--- config.mk ---
export PLATFORM = sky130hd
export DESIGN_NAME = tpuf_ram
export DESIGN_NICKNAME = d
export VERILOG_FILES = /design/src/hw/rtl/tpuf_ram.sv
export SDC_FILE = /design/constraint.sdc
export NUM_CORES = 2
export LEC_CHECK = 0
export BUFFER_PORTS_ARGS = -buffer_cell sky130_fd_sc_hd__buf_2
export CORE_MARGIN = 3
export CORE_UTILIZATION = 50
export CTS_CLUSTER_SIZE = 12
export DETAILED_ROUTE_END_ITERATION = 7
export GPL_ROUTABILITY_DRIVEN = 0
export HOLD_SLACK_MARGIN = 0.1
export PLACE_DENSITY = 0.68
export REMOVE_ABC_BUFFERS = 1
export SETUP_SLACK_MARGIN = 0.3
export SLEW_MARGIN = 40
export SYNTH_ARGS = -nofsm -noshare
export SYNTH_HDL_FRONTEND = slang
export SYNTH_SLANG_ARGS = --single-unit
--- constraint.sdc ---
create_clock -name clock -period 3.1 [get_ports clock]
set_clock_uncertainty 0.1 [all_clocks]
set_input_delay 0.155 -clock clock [delete_from_list [all_inputs] [get_ports clock]]
set_output_delay 0.155 -clock clock [all_outputs]
set_load 0.005 [all_outputs]
--- src/hw/rtl/tpuf_ram.sv ---
// Generic single-clock RAM: one write port, one read port, registered read data.
// No dependencies.
`default_nettype none

module tpuf_ram #(
   parameter int unsigned WIDTH = 16,
   parameter int unsigned DEPTH = 256,
   parameter int unsigned ADDR_W = (DEPTH > 1) ? $clog2(DEPTH) : 1
) (
   input  wire logic              clock,
   input  wire logic              wr_en,
   input  wire logic [ADDR_W-1:0] wr_addr,
   input  wire logic [WIDTH-1:0]  wr_data,
   input  wire logic              rd_en,
   input  wire logic [ADDR_W-1:0] rd_addr,
   output logic      [WIDTH-1:0]  rd_data
);

   logic [WIDTH-1:0] mem_ff [DEPTH];
   logic [WIDTH-1:0] rd_data_ff;

   always_ff @(posedge clock) begin
      if (wr_en) begin
         mem_ff[wr_addr] <= wr_data;
      end
      // Hold the last read while no new read is issued.
      if (rd_en) begin
         rd_data_ff <= mem_ff[rd_addr];
      end
   end

   assign rd_data = rd_data_ff;

endmodule

`default_nettype wire

==> out/metrics.cfg <==
[global_route]
antenna_found_initial = 17
grt_pass1_wl_mm = 603
grt_pass1_vias = 81072
grt_max_degree = 119
grt_use_total_pct = 25.9
overflow = 0

[routing]
drtIter0Drc = 11567
routed_via_density = 6.40
first_pass_iters = 6
vias = 81282
post-route-drc-count = 0
wl_per_cell_um = 33.1
ant_nets = 0
routed_wl_mm = 421

[critical_path]
cp_slowest_cell = dlygate4sd3_1
crit_top_cell = dlygate4sd3_1
critPathArrivalTime_ns = 3.31
timing.rr.start = mem_ff[3][5]
critPathMaxFanout = 16
cpPeakStageDelay_ns = 0.60
path_cells = dlygate4sd3_1 > buf_2 > nor2_1 > nand4_1 > dlygate4sd3_1 > buf_4 > nor2_1 > dlygate4sd3_1 > buf_4
path_class = in2reg
ff2ff_setup_slack_ns = 0.33
worstPathRequired_ns = 3.61
start_kind = input port
cp-startpoint = wr_addr[4]
cp-end-kind = register

[yosys]
synth_top_area_cell = edfxtp_1
synth_area_leaders = edfxtp_1 78%, mux4_2 11%, mux2i_1 3.6%
yosysSeqAreaShare_pct = 77.7
syn_area_mm2 = 0.159
syn_area_per_cell_um2 = 21.6
synth-async-reset-ratio_pct = 0
synth_common_cells = 4,112 x edfxtp_1, 797 x mux4_2, 565 x mux2i_1
synth_most_common_cell = edfxtp_1
ys.flop_type = edfxtp_1
synth.distinct_cells = 51
synth_top_area_share_pct = 77.7
synth_warnings = 0
synth_edf_count = 4112
syn_inst = 7360
yosys_register_bits = 4112

[placed_design]
io_buffers = 50
place_hpwl_mm = 259
dp_cells = 12010

[pwr]
combPwrFrac_pct = 5.6
p_int_uw = 88400
p_switching_uw = 24100
p_total_uw = 113000
power_leakage_uw = 0.0589
p_per_area_mw_per_mm2 = 616
p_sw_share_pct = 21.4
p_clk_share_pct = 39.8
irDropWorstVdd_mv = 0.493
p_seq_share_pct = 54.6

[clock_network]
clock_path_buffers = 4
htree_num_levels = 5
clock_latency_ns = 0.97
cts_tree = yes
post_cts_buffers = 0
clkTransAtPathRegs_ns = 0.06
numCtsBuffers = 409
cts.sinks = 4112
cts_root_buffer = clkbuf_16

[timing]
min_period_ns = 2.79
maxSlewViolCount = 0
final_hold_viol_count = 0
tightest_slew_ns = 0.943
rsz0062_at_grt = no
clock.fmax_mhz = 358
max_slew_margin_pct = 36.5
setup_violations = 0
min_period_over_period_pct = 90.1
fin_setup_tns_ns = 0

[layout]
fillers = 22385
area_growth_pct = 15.0
nets = 8338
fin_cells = 12699
final_core_util_pct = 57.9
final_layout_size_suffix_gt1_share_pct = 27.9

[run]
drv_cap = 0

[die]
row_count = 206
start_util_pct = 50.4
die_area_mm2 = 0.325
chipWidth_um = 570
num_io_pins = 51
core-area_mm2 = 0.315
die_h_um = 570

[worst_hold_path]
hp-class = in2reg
hold_start = wr_data[13]

[run_status]
status = finished clean

## power by group through the flow
stage	Combinational [uW]	Clock, uW	Sequential, uW
floorplan	2260	0	62500
global placement	6010	0	62600
detailed placement	6140	0	62600
CTS	6250	45400	61400
global route	6570	47600	61400
finish	6310	44800	61400
## metal layers
layer | routed length (um) | track usage, %
met1 | 160000 | 36.5
met2 | 196000 | 39.7
met3 | 47100 | 6.18
met4 | 17800 | 9.69
met5 | 7 | 0
## final cells by class
type                            instances  area, um2  area share [%]
Sequential cell                      4112     123000            67.6
Multi-Input combinational cell       2792      33100            18.1
Clock buffer                          521      10800            5.89
Timing Repair Buffer                  984       9150            5.01
Tap cell                             4160       5200            2.85
Clock inverter                        120       1050           0.574
Inverter                                4       27.5          0.0151
Antenna cell                            6       15.0         0.00822
## what timing repair did
action	CTS	global route
pin swaps	1	0
setup endpoints to repair	10	10
gates resized for setup	19	16
hold buffers	39	0
cloned	0	0
endpoints found under the hold margin	5337	0
## path summary, 6_finish.rpt
kind / endpoint / cells after the start
setup / recovery: mem_ff[199][9] / 9
hold / removal: mem_ff[61][13] / 2
setup reg to reg: rd_data[5] / 7
hold reg to reg: rd_data[6] / 6
## layout by cell type (no fill, tap or decap), drive strengths merged, types with 3 or more instances in the layout
cell,count
a2111oi,6
a211oi,18
a21oi,175
a221oi,28
a22o,32
a22oi,43
a31oi,6
and3,11
buf,946
bufinv,4
clkbuf,522
clkinv,105
diode,6
dlygate4sd3,37
edfxtp,4112
inv,14
mux2,88
mux2i,565
mux4,797
nand2,38
nand2b,3
nand3,35
nand4,26
nand4b,3
nor2,304
nor2b,9
nor3,92
nor4,18
o21ai,38
o221ai,253
o22ai,148
o31ai,16
o32ai,21
or2,5
## stage by stage
| step | setup slack, ns | area [um2] | hold slack (ns) |
|---|---|---|---|
| floorplan | -3.79 | 156000 | 0.154 |
| global placement | -0.924 | 170000 | 0.415 |
| detailed placement | -0.882 | 170000 | 0.425 |
| CTS | 0.192 | 183000 | 0.101 |
| global route | 0.290 | 183000 | 0.105 |
| finish | 0.308 | 183000 | 0.123 |
## state kept, by name (all words and copies together), names as in the netlist
name and flops:
mem_ff 4096, rd_data 16
## worst max-delay path: cells and delay by family
kind	cells	cell delay, ns
buffers and inverters	6	2.43
AND/OR/NAND/NOR	3	0.69
## cells by family after synthesis
group,count (synthesis),synth area share [%]
buffers and inverters,456,1.69
flip-flops,4112,77.7
AO/OA/AOI/OAI,786,3.53
multiplexers,1450,15.5
AND/OR/NAND/NOR,556,1.57
Note: power is estimated with default switching activity, not from simulation.
